==> config.mk <==
export PLATFORM = sky130hd
export DESIGN_NAME = hack_cpu_instruction_step
export DESIGN_NICKNAME = d
export VERILOG_FILES = /design/src/design/hcpu_pkg.sv /design/src/design/hack_cpu_instruction_step.sv /design/src/design/hcpu_alu.sv /design/src/design/hcpu_exec.sv
export SDC_FILE = /design/constraint.sdc
export NUM_CORES = 1
export LEC_CHECK = 0
export ABC_AREA = 1
export BUFFER_PORTS_ARGS = -buffer_cell sky130_fd_sc_hd__buf_2
export CORE_MARGIN = 4
export CORE_UTILIZATION = 50
export DETAILED_ROUTE_END_ITERATION = 7
export PLACE_DENSITY_LB_ADDON = 0.2
export SKIP_LAST_GASP = 1
export SLEW_MARGIN = 20
export SYNTH_ARGS = -nofsm -noshare
export SYNTH_HDL_FRONTEND = slang
export SYNTH_SLANG_ARGS = --single-unit
==> constraint.sdc <==
create_clock -name clock -period 4.7 [get_ports clock]
set_input_delay 0.47 -clock clock [delete_from_list [all_inputs] [get_ports clock]]
set_output_delay 0.47 -clock clock [all_outputs]
set_load 0.02 [all_outputs]
==> src/design/hcpu_pkg.sv <==
package hcpu_pkg;

   localparam int unsigned WordWidth = 16;
   localparam int unsigned CompWidth = 7;
   localparam int unsigned DestWidth = 3;
   localparam int unsigned JumpWidth = 3;

   typedef logic [WordWidth-1:0] word_type;

   // compute codes, low six bits (bit six picks M over A)
   localparam logic [5:0] CompDAndY   = 6'h00;
   localparam logic [5:0] CompDPlusY  = 6'h02;
   localparam logic [5:0] CompYMinusD = 6'h07;
   localparam logic [5:0] CompDMinusY = 6'h13;
   localparam logic [5:0] CompDOrY    = 6'h15;
   localparam logic [5:0] CompY       = 6'h30;
   localparam logic [5:0] CompNotY    = 6'h31;
   localparam logic [5:0] CompYDec    = 6'h32;
   localparam logic [5:0] CompYNeg    = 6'h33;
   localparam logic [5:0] CompYInc    = 6'h37;
   // only valid with bit six clear
   localparam logic [5:0] CompD       = 6'h0c;
   localparam logic [5:0] CompNotD    = 6'h0d;
   localparam logic [5:0] CompDDec    = 6'h0e;
   localparam logic [5:0] CompDNeg    = 6'h0f;
   localparam logic [5:0] CompDInc    = 6'h1f;
   localparam logic [5:0] CompZero    = 6'h2a;
   localparam logic [5:0] CompOnes    = 6'h3a;
   localparam logic [5:0] CompOne     = 6'h3f;

   // destination and jump bit positions
   localparam int unsigned DestM   = 0;
   localparam int unsigned DestD   = 1;
   localparam int unsigned DestA   = 2;
   localparam int unsigned JumpPos = 0;
   localparam int unsigned JumpZer = 1;
   localparam int unsigned JumpNeg = 2;

   typedef struct packed {
      word_type next_pc;
      word_type a_value;
      word_type d_value;
      logic     mem_write_enable;
      word_type mem_write_address;
      word_type mem_write_data;
      logic     stopped;
      logic     bad_comp;
   } result_type;

   typedef struct packed {
      word_type instruction;
      word_type mem_read_data;
      logic     breakpoint_hit;
   } word_in_type;

endpackage

==> src/design/hack_cpu_instruction_step.sv <==
// an accepted word goes through the input register, then the result register
// throughput: one instruction word per cycle unless the result side stalls; the execute
// step reads A, D and PC as left by the previous word, fed back from the state registers
// a waiting result stalls req_ready only once the input register also holds a word
// reset (synchronous, active high): PC, A, D and stop_on_breakpoint cleared,
// both stages emptied
module hack_cpu_instruction_step (
   input  logic               clock,
   input  logic               reset,
   // instruction word channel
   input  logic               req_valid,
   output logic               req_ready,
   input  hcpu_pkg::word_type req_instruction,
   input  hcpu_pkg::word_type req_mem_read_data,
   input  logic               req_breakpoint_hit,
   // step result channel
   output logic               rsp_valid,
   input  logic               rsp_ready,
   output hcpu_pkg::word_type rsp_next_pc,
   output hcpu_pkg::word_type rsp_a_value,
   output hcpu_pkg::word_type rsp_d_value,
   output logic               rsp_mem_write_enable,
   output hcpu_pkg::word_type rsp_mem_write_address,
   output hcpu_pkg::word_type rsp_mem_write_data,
   output logic               rsp_stopped,
   output logic               rsp_bad_comp,
   // configuration
   input  logic               csr_write_enable,
   input  logic               csr_write_data
);

   // input stage
   logic                  in_valid_ff;
   logic                  in_valid_in;
   hcpu_pkg::word_in_type in_word_ff;

   // architectural state
   hcpu_pkg::word_type    pc_ff;
   hcpu_pkg::word_type    a_ff;
   hcpu_pkg::word_type    d_ff;
   logic                  stop_ff;

   // result stage
   logic                  out_valid_ff;
   logic                  out_valid_in;
   hcpu_pkg::result_type  out_ff;
   hcpu_pkg::result_type  out_in;

   logic                  req_accept;
   logic                  advance;

   // execute moves the buffered word into the result register
   assign advance    = in_valid_ff && (!out_valid_ff || rsp_ready);
   assign req_ready  = !in_valid_ff || advance;
   assign req_accept = req_valid && req_ready;

   assign in_valid_in  = req_accept || (in_valid_ff && !advance);
   assign out_valid_in = advance || (out_valid_ff && !rsp_ready);

   hcpu_exec u_exec (
      .word_in            (in_word_ff),
      .stop_on_breakpoint (stop_ff),
      .pc                 (pc_ff),
      .a_reg              (a_ff),
      .d_reg              (d_ff),
      .result             (out_in)
   );

   always_ff @(posedge clock) begin
      if (reset) begin
         in_valid_ff  <= 1'b0;
         out_valid_ff <= 1'b0;
         pc_ff        <= '0;
         a_ff         <= '0;
         d_ff         <= '0;
         stop_ff      <= 1'b0;
      end else begin
         in_valid_ff  <= in_valid_in;
         out_valid_ff <= out_valid_in;
         if (csr_write_enable) begin
            stop_ff <= csr_write_data;
         end
         // state commits when the word is executed
         if (advance) begin
            pc_ff <= out_in.next_pc;
            a_ff  <= out_in.a_value;
            d_ff  <= out_in.d_value;
         end
      end
   end

   // payload registers, no reset
   always_ff @(posedge clock) begin
      if (req_accept) begin
         in_word_ff.instruction    <= req_instruction;
         in_word_ff.mem_read_data  <= req_mem_read_data;
         in_word_ff.breakpoint_hit <= req_breakpoint_hit;
      end
      if (advance) begin
         out_ff <= out_in;
      end
   end

   assign rsp_valid             = out_valid_ff;
   assign rsp_next_pc           = out_ff.next_pc;
   assign rsp_a_value           = out_ff.a_value;
   assign rsp_d_value           = out_ff.d_value;
   assign rsp_mem_write_enable  = out_ff.mem_write_enable;
   assign rsp_mem_write_address = out_ff.mem_write_address;
   assign rsp_mem_write_data    = out_ff.mem_write_data;
   assign rsp_stopped           = out_ff.stopped;
   assign rsp_bad_comp          = out_ff.bad_comp;

   // a shown result always matches the committed state
   assert property (@(posedge clock) disable iff (reset)
      rsp_valid |-> (rsp_next_pc == pc_ff && rsp_a_value == a_ff && rsp_d_value == d_ff))
      else $error("result word differs from committed state");

   // a halted step writes nothing and flags nothing
   assert property (@(posedge clock) disable iff (reset)
      (rsp_valid && rsp_stopped) |-> (!rsp_mem_write_enable && !rsp_bad_comp))
      else $error("stopped step has side effects");

   // a bad compute code, unlisted or an A-only form with bit six set, yields zero
   assert property (@(posedge clock) disable iff (reset)
      (rsp_valid && rsp_bad_comp) |-> (rsp_mem_write_data == 16'd0))
      else $error("bad compute code with nonzero result");

   // a stall of the result side holds the state registers
   assert property (@(posedge clock) disable iff (reset)
      (rsp_valid && !rsp_ready) |=> ($stable(pc_ff) && $stable(a_ff) && $stable(d_ff)))
      else $error("state changed while result stalled");

   // input side only backs up when both stages are full and the result is stalled
   assert property (@(posedge clock) disable iff (reset)
      !req_ready |-> (in_valid_ff && out_valid_ff && !rsp_ready))
      else $error("input stalled without cause");

endmodule

==> src/design/hcpu_alu.sv <==
module hcpu_alu (
   input  logic [hcpu_pkg::CompWidth-1:0] comp,
   input  hcpu_pkg::word_type             d_value,
   input  hcpu_pkg::word_type             a_value,
   input  hcpu_pkg::word_type             m_value,
   output hcpu_pkg::word_type             result,
   output logic                           bad
);

   hcpu_pkg::word_type y;
   logic               use_m;

   assign use_m = comp[hcpu_pkg::CompWidth-1];
   assign y     = use_m ? m_value : a_value;

   always_comb begin
      bad = 1'b0;
      unique case (comp[5:0])
         hcpu_pkg::CompDAndY:   result = d_value & y;
         hcpu_pkg::CompDPlusY:  result = d_value + y;
         hcpu_pkg::CompYMinusD: result = y - d_value;
         hcpu_pkg::CompDMinusY: result = d_value - y;
         hcpu_pkg::CompDOrY:    result = d_value | y;
         hcpu_pkg::CompY:       result = y;
         hcpu_pkg::CompNotY:    result = ~y;
         hcpu_pkg::CompYDec:    result = y - 16'd1;
         hcpu_pkg::CompYNeg:    result = 16'd0 - y;
         hcpu_pkg::CompYInc:    result = y + 16'd1;
         // d-only and constant forms exist only with the a-operand
         hcpu_pkg::CompD:       result = use_m ? 16'd0 : d_value;
         hcpu_pkg::CompNotD:    result = use_m ? 16'd0 : ~d_value;
         hcpu_pkg::CompDDec:    result = use_m ? 16'd0 : d_value - 16'd1;
         hcpu_pkg::CompDNeg:    result = use_m ? 16'd0 : 16'd0 - d_value;
         hcpu_pkg::CompDInc:    result = use_m ? 16'd0 : d_value + 16'd1;
         hcpu_pkg::CompZero:    result = 16'd0;
         hcpu_pkg::CompOnes:    result = use_m ? 16'd0 : 16'hffff;
         hcpu_pkg::CompOne:     result = use_m ? 16'd0 : 16'd1;
         default: begin
            result = 16'd0;
            bad    = 1'b1;
         end
      endcase
      if (use_m && (comp[5:0] == hcpu_pkg::CompD || comp[5:0] == hcpu_pkg::CompNotD ||
                    comp[5:0] == hcpu_pkg::CompDDec || comp[5:0] == hcpu_pkg::CompDNeg ||
                    comp[5:0] == hcpu_pkg::CompDInc || comp[5:0] == hcpu_pkg::CompZero ||
                    comp[5:0] == hcpu_pkg::CompOnes || comp[5:0] == hcpu_pkg::CompOne)) begin
         bad = 1'b1;
      end
   end

endmodule

==> src/design/hcpu_exec.sv <==
module hcpu_exec (
   input  hcpu_pkg::word_in_type word_in,
   input  logic                  stop_on_breakpoint,
   input  hcpu_pkg::word_type    pc,
   input  hcpu_pkg::word_type    a_reg,
   input  hcpu_pkg::word_type    d_reg,
   output hcpu_pkg::result_type  result
);

   hcpu_pkg::word_type                alu_result;
   logic                              alu_bad;
   logic [hcpu_pkg::DestWidth-1:0]    dest;
   logic [hcpu_pkg::JumpWidth-1:0]    jump;
   logic                              is_c;
   logic                              neg;
   logic                              zero;
   logic                              take;
   hcpu_pkg::word_type                pc_inc;

   assign is_c   = word_in.instruction[15];
   assign dest   = word_in.instruction[5:3];
   assign jump   = word_in.instruction[2:0];
   assign pc_inc = pc + 16'd1;

   hcpu_alu u_alu (
      .comp    (word_in.instruction[12:6]),
      .d_value (d_reg),
      .a_value (a_reg),
      .m_value (word_in.mem_read_data),
      .result  (alu_result),
      .bad     (alu_bad)
   );

   assign neg  = alu_result[15];
   assign zero = (alu_result == 16'd0);
   assign take = (jump[hcpu_pkg::JumpNeg] && neg) || (jump[hcpu_pkg::JumpZer] && zero) ||
                 (jump[hcpu_pkg::JumpPos] && !neg && !zero);

   always_comb begin
      result.next_pc           = pc;
      result.a_value           = a_reg;
      result.d_value           = d_reg;
      result.mem_write_enable  = 1'b0;
      result.mem_write_address = a_reg;
      result.mem_write_data    = 16'd0;
      result.stopped           = 1'b0;
      result.bad_comp          = 1'b0;
      priority if (stop_on_breakpoint && word_in.breakpoint_hit) begin
         result.stopped = 1'b1;
      end else if (!is_c) begin
         result.a_value = {1'b0, word_in.instruction[14:0]};
         result.next_pc = pc_inc;
      end else begin
         result.bad_comp         = alu_bad;
         result.mem_write_data   = alu_result;
         result.mem_write_enable = dest[hcpu_pkg::DestM];
         if (dest[hcpu_pkg::DestD]) begin
            result.d_value = alu_result;
         end
         if (dest[hcpu_pkg::DestA]) begin
            result.a_value = alu_result;
         end
         // jump goes to the A value from before this write
         result.next_pc = take ? a_reg : pc_inc;
      end
   end

endmodule
After elaboration in Yosys (flattened, before gate mapping) --
Cells that the tools add are included. Widths: inputs -> output; s select.
Cells by class: add/subtract/negate cells 10, equality and inequality tests 17, mux-type cells 18, bitwise logic cells 5, reductions and logical operators 33
Operator list (number):
- $pmux 16 s17 | 1
- $mux 16 | 10
- $mux 49 | 1
- $add 16x1->16 const B | 3
- $eq 6x6->1 const B | 8
- $mux 32 | 1
- $not 16->16 | 2
- $sub 1x16->16 const A | 2
- $sub 16x1->16 const B | 2
- $sub 16x16->16 | 2
- $eq 6x4->1 const B | 4
- $eq 6x5->1 const B | 3
- $reduce_or 18->1 | 1
- $mux 17 | 1
- $add 16x16->16 | 1
- $and 16x16->16 | 1
- $logic_not 16->1 | 1
- $or 16x16->16 | 1
- $logic_or 1x1->1 | 13
- $logic_and 1x1->1 | 10
- $eq 6x2->1 const B | 1
- $eq 6x3->1 const B | 1
- $logic_not 1->1 | 6
- $logic_not 6->1 | 1
- other kinds (3) | 6
Word-level totals: bits in registers 167, input bits 39, output and inout bits 85, word-level logic and storage cells 100

Depth between registers and ports, before layout --
depth after elaboration 10, gate-level depth with buffers 34, gate-level depth less buffers 32

By module --
Synthesis repeated with hierarchy kept, for this count alone.
Second synthesis, totals: cell total of the unflattened synthesis 1614, area total of the unflattened synthesis 11601.1 sq um
By module, submodules not included:
- hack_cpu_instruction_step | instances 1, cells each 447, area an instance 5741.8 sq um, seq. area each 4504.3 sq um
- hcpu_alu | instances 1, cells each 838, area an instance 4310.4 sq um, seq. area each 0.0 sq um
- hcpu_exec | instances 1, cells each 329, area an instance 1549.0 sq um, seq. area each 0.0 sq um

Worst setup path before layout --
Ideal clock, no wire load.
path kind flip-flop to flip-flop, start reg in_word_ff[28] in the netlist's numbering, end reg out_ff, in the netlist rsp_next_pc[2], data pin, setup time 0.253 ns, arrival 3.755 ns, required time 4.447 ns, slack 0.692 ns, cell stages (with the launch flop) 30, buffers on the path 2, period minus slack after synthesis 4.008 ns, cells stage by stage edfxtp_1 > nor2_1 > nand2_2 > inv_2 > nor2_4 > nor2_4 > clkbuf_1 > inv_1 > a21oi_1 > a21oi_1 > fa_1 > nand3_1 > nand2_1 > nand3_1 > nand2_1 > nand3_1 > nand2_1 > nor2_1 > nor2_1 > nor2_2 > nand3_1 > nor2_1 > nand3_1 > nand2_2 > nand3_4 > nand2_4 > buf_8 > nand2_2 > nand3_2 > nand2_1
RTL lines:
- from (decl) | line hack_cpu_instruction_step.sv:35 | hcpu_pkg::word_in_type in_word_ff;
- to (signal assigned) | line hack_cpu_instruction_step.sv:100 | out_ff <= out_in;
- to (decl) | line hack_cpu_instruction_step.sv:46 | hcpu_pkg::result_type out_ff;

==> run metrics <==
Placeable Area 22710 um^2; DR vias/cell 5.784; DP HPWL 31980 um; Final Hold Vio Count 0; drt initial violations 1367; CP endpoint kind flop; Port Buffers 123; total number of yosys warnings 0; Tot Pwr 4.437 mW; area of the multi-input gates 6042 um^2; Slew Limit Fails 0; CP max stage cell dfxtp_1; # fillers 2109; final worst slack 0.2179 ns; fin util 0.5923; Synth Cell Area 11600 um^2; crit-path leading delay family simple AND/OR/NAND/NOR gates; vias in the first global route 10.62k; Hold Path Class in -> reg; DR DRC count 0; RSZ-0062 raised after global routing no; Max Clock Freq 223.1 MHz; CP max FO 8; worst skew pair latency 0.44 ns; Synth Instances 1593; Final setup viols 0; CTS Buf Count 17; #FFs+latches synth 167; CTS H-tree depth 4; Place WS -0.07336 ns; PD cells 329.8 nW/um^2; clk root buf clkbuf_16; pin count of the biggest net entering global routing 91; Max Cap Viol 0; TritonRoute pass-1 iters 6; All-Layer GR Usage 0.3114; Tmin final 4.482 ns; fin area 13450 um^2; storage element area 4504 um^2; Tightest Pin Transition 1.025 ns; Critical Path Most Common Cell nand3_1; distinct cell type count after synthesis 50; die span in y 160.3 um; via count 11.78k; Synth top area share 0.3003; P_leak 6.529 nW; status complete, no violations; Detail Route Antenna Nets 0; number of synthesized flops with an enable pin 116; worst path buffer plus inverter count 2; Mean Syn Cell Area 7.283 um^2; routability cong. 1.028; Wirelength per Cell 20.33 um; die area 25700 um^2; initial antenna violation count 0; Async S/R FF share, synth 0; total wire length 41390 um; Max Buffers Root-to-Sink 2; Tcrit/Tclk final 0.9536; CP Cell Sequence inv_2, ha_1, nand2_1, nor2_1, nand3_1, nand3_1, a22oi_1, ha_1, a21o_1, a31oi_1, o21ai_0, nor2_1, nand3_1, nand3_1, nand3_1, nor2_1, nand4_1, nand3_4, buf_4, nand3_1, nand3_1, nand2_1; Slew HR 0.3168; largest cells by area after synthesis edfxtp_1 30%, nand2_1 12%, dfxtp_1 8.8%, nand3_1 6.6%, inv_1 6.1%; Worst EP required 4.88 ns; Initial Util 0.5109; clock slew at reported path FFs 0.08 ns; Die Wd 160.3 um; post-synthesis sequential area ratio 0.3883; Final #Nets 1817; Final Hold Slack 0.1946 ns; CP arrival 4.66 ns; CTS tree done; first-pass GRT wire length 62220 um; Cell Rows 55; Post-DP Area 12670 um^2; Layout Skew 0.01816 ns; Yosys top cell by area edfxtp_1; Synth Flop Type edfxtp_1; slowest stage delay, CP 0.58 ns; share of layout cells above drive strength 1 0.1862; Ant. Diodes 0; crit path launch type flop; Crit Path Class reg -> reg; gr ovfl total 0; CTS sink cnt 167; total I/O pin count 124; Syn Nets 1672; worst vdd ir 0.2847 mV; area grow syn2layout 15.95%
## cells in the mapped netlist (all sizes together), types with 23 or more instances
library cell,instances
a21oi,121
a22oi,23
edfxtp,116
ha,38
clkbuf,36
nand2,391
nand3,169
o21ai,116
dfxtp,51
nor2,174
xor2,25
buf,26
inv,207
## per-stage QoR
| stage | TNS (ns) | std cells |
|---|---|---|
| 6_report | 0 | 2036 |
| 5_1_grt | 0 | 2036 |
| 4_1_cts | 0 | 2026 |
| 3_5_place_dp | -0.6206 | 1994 |
| 3_3_place_gp | 0 | 1994 |
| 2_1_floorplan | 0 | 1593 |
## where the power goes
part	switching, mW	total, mW	internal, mW
logic	0.821	1.20	0.378
registers	0.0700	1.76	1.69
clock network	0.678	1.47	0.797
## worst register-to-register path, delay by kind of cell (launching register included)
kind	cells	cell delay, ns
and+or+nand+nor	14	1.94
AOI/OAI and AO/OA	4	0.77
adders and majority gates	2	0.60
DFF	1	0.58
buffers and inverters	2	0.34
## cells by family after synthesis
| kind of cell | Yosys count | share of synthesized area |
|---|---|---|
| AOI/OAI and AO/OA | 301 | 0.1475 |
| xor gates and xnor gates | 28 | 0.02114 |
| adders and majority gates | 40 | 0.04444 |
| buffers and inverters | 275 | 0.09696 |
| DFF | 167 | 0.3883 |
| and+or+nand+nor | 782 | 0.3017 |
## cell type report
type | count | area share
multi-input combinational | 1152 | 0.4492
tap | 285 | 0.02651
sequential | 167 | 0.3349
timing repair buffer | 187 | 0.08241
clock inverter | 14 | 0.01358
inverter | 213 | 0.05999
clock buffer | 18 | 0.03349
## flip-flops by register name (all words and copies together), names as in the netlist
name / cells
rsp_mem_write_data: 16
pc_ff: 16
rsp_d_value: 16
rsp_valid: 1
rsp_next_pc: 16
in_word_ff: 33
rsp_mem_write_address: 16
a_ff: 16
rsp_a_value: 16
d_ff: 16
rsp_bad_comp: 1
stop_ff: 1
rsp_stopped: 1
rsp_mem_write_enable: 1
in_valid_ff: 1
## routing by layer
metal / wire [um] / vias to the layer above / global-route usage
met3: 3849 / 108 / 0.05081
met2: 18250 / 685 / 0.4744
met5: 0 / - / 0
met1: 17560 / 5398 / 0.4433
met4: 1726 / 0 / 0.1287
li1: - / 5586 / -
## worst paths after layout
check	startpoint	endpoint	slack (ns)	cells past startpoint
worst max-delay path	d_ff[0]	rsp_next_pc[8]	0.22	22
worst max register to register	d_ff[0]	rsp_next_pc[8]	0.22	22
worst min-delay path	req_instruction[12]	in_word_ff[29]	0.19	1
worst min register to register	a_ff[0]	rsp_mem_write_address[0]	0.44	0
## placed cells by master (no fill, tap or decap), types with 14 or more instances in the layout
master     Yosys  final
a211oi_1      14     14
a21oi_1      119    115
a22oi_1       23     20
buf_2         11    123
buf_4         10     63
clkbuf_16      0     18
dfxtp_1       51     51
edfxtp_1     116    116
ha_1          38     38
inv_1        189    188
inv_2         18     18
nand2_1      369    367
nand2_2       19     21
nand3_1      154    154
nand3_2       14     14
nand4_1       15     15
nor2_1       152    150
nor2_2        18     18
o21ai_0       93     93
o21ai_1       14     14
xor2_1        25     25
## what timing repair did
item / CTS / global route
hold buffers: 0 / 0
pin swaps: 0 / 6
setup endpoints to repair: 32 / 32
cloned: 0 / 1
buffers inserted: 0 / 9
gates resized for setup: 1 / 16
(Power assumes the default switching activity.)
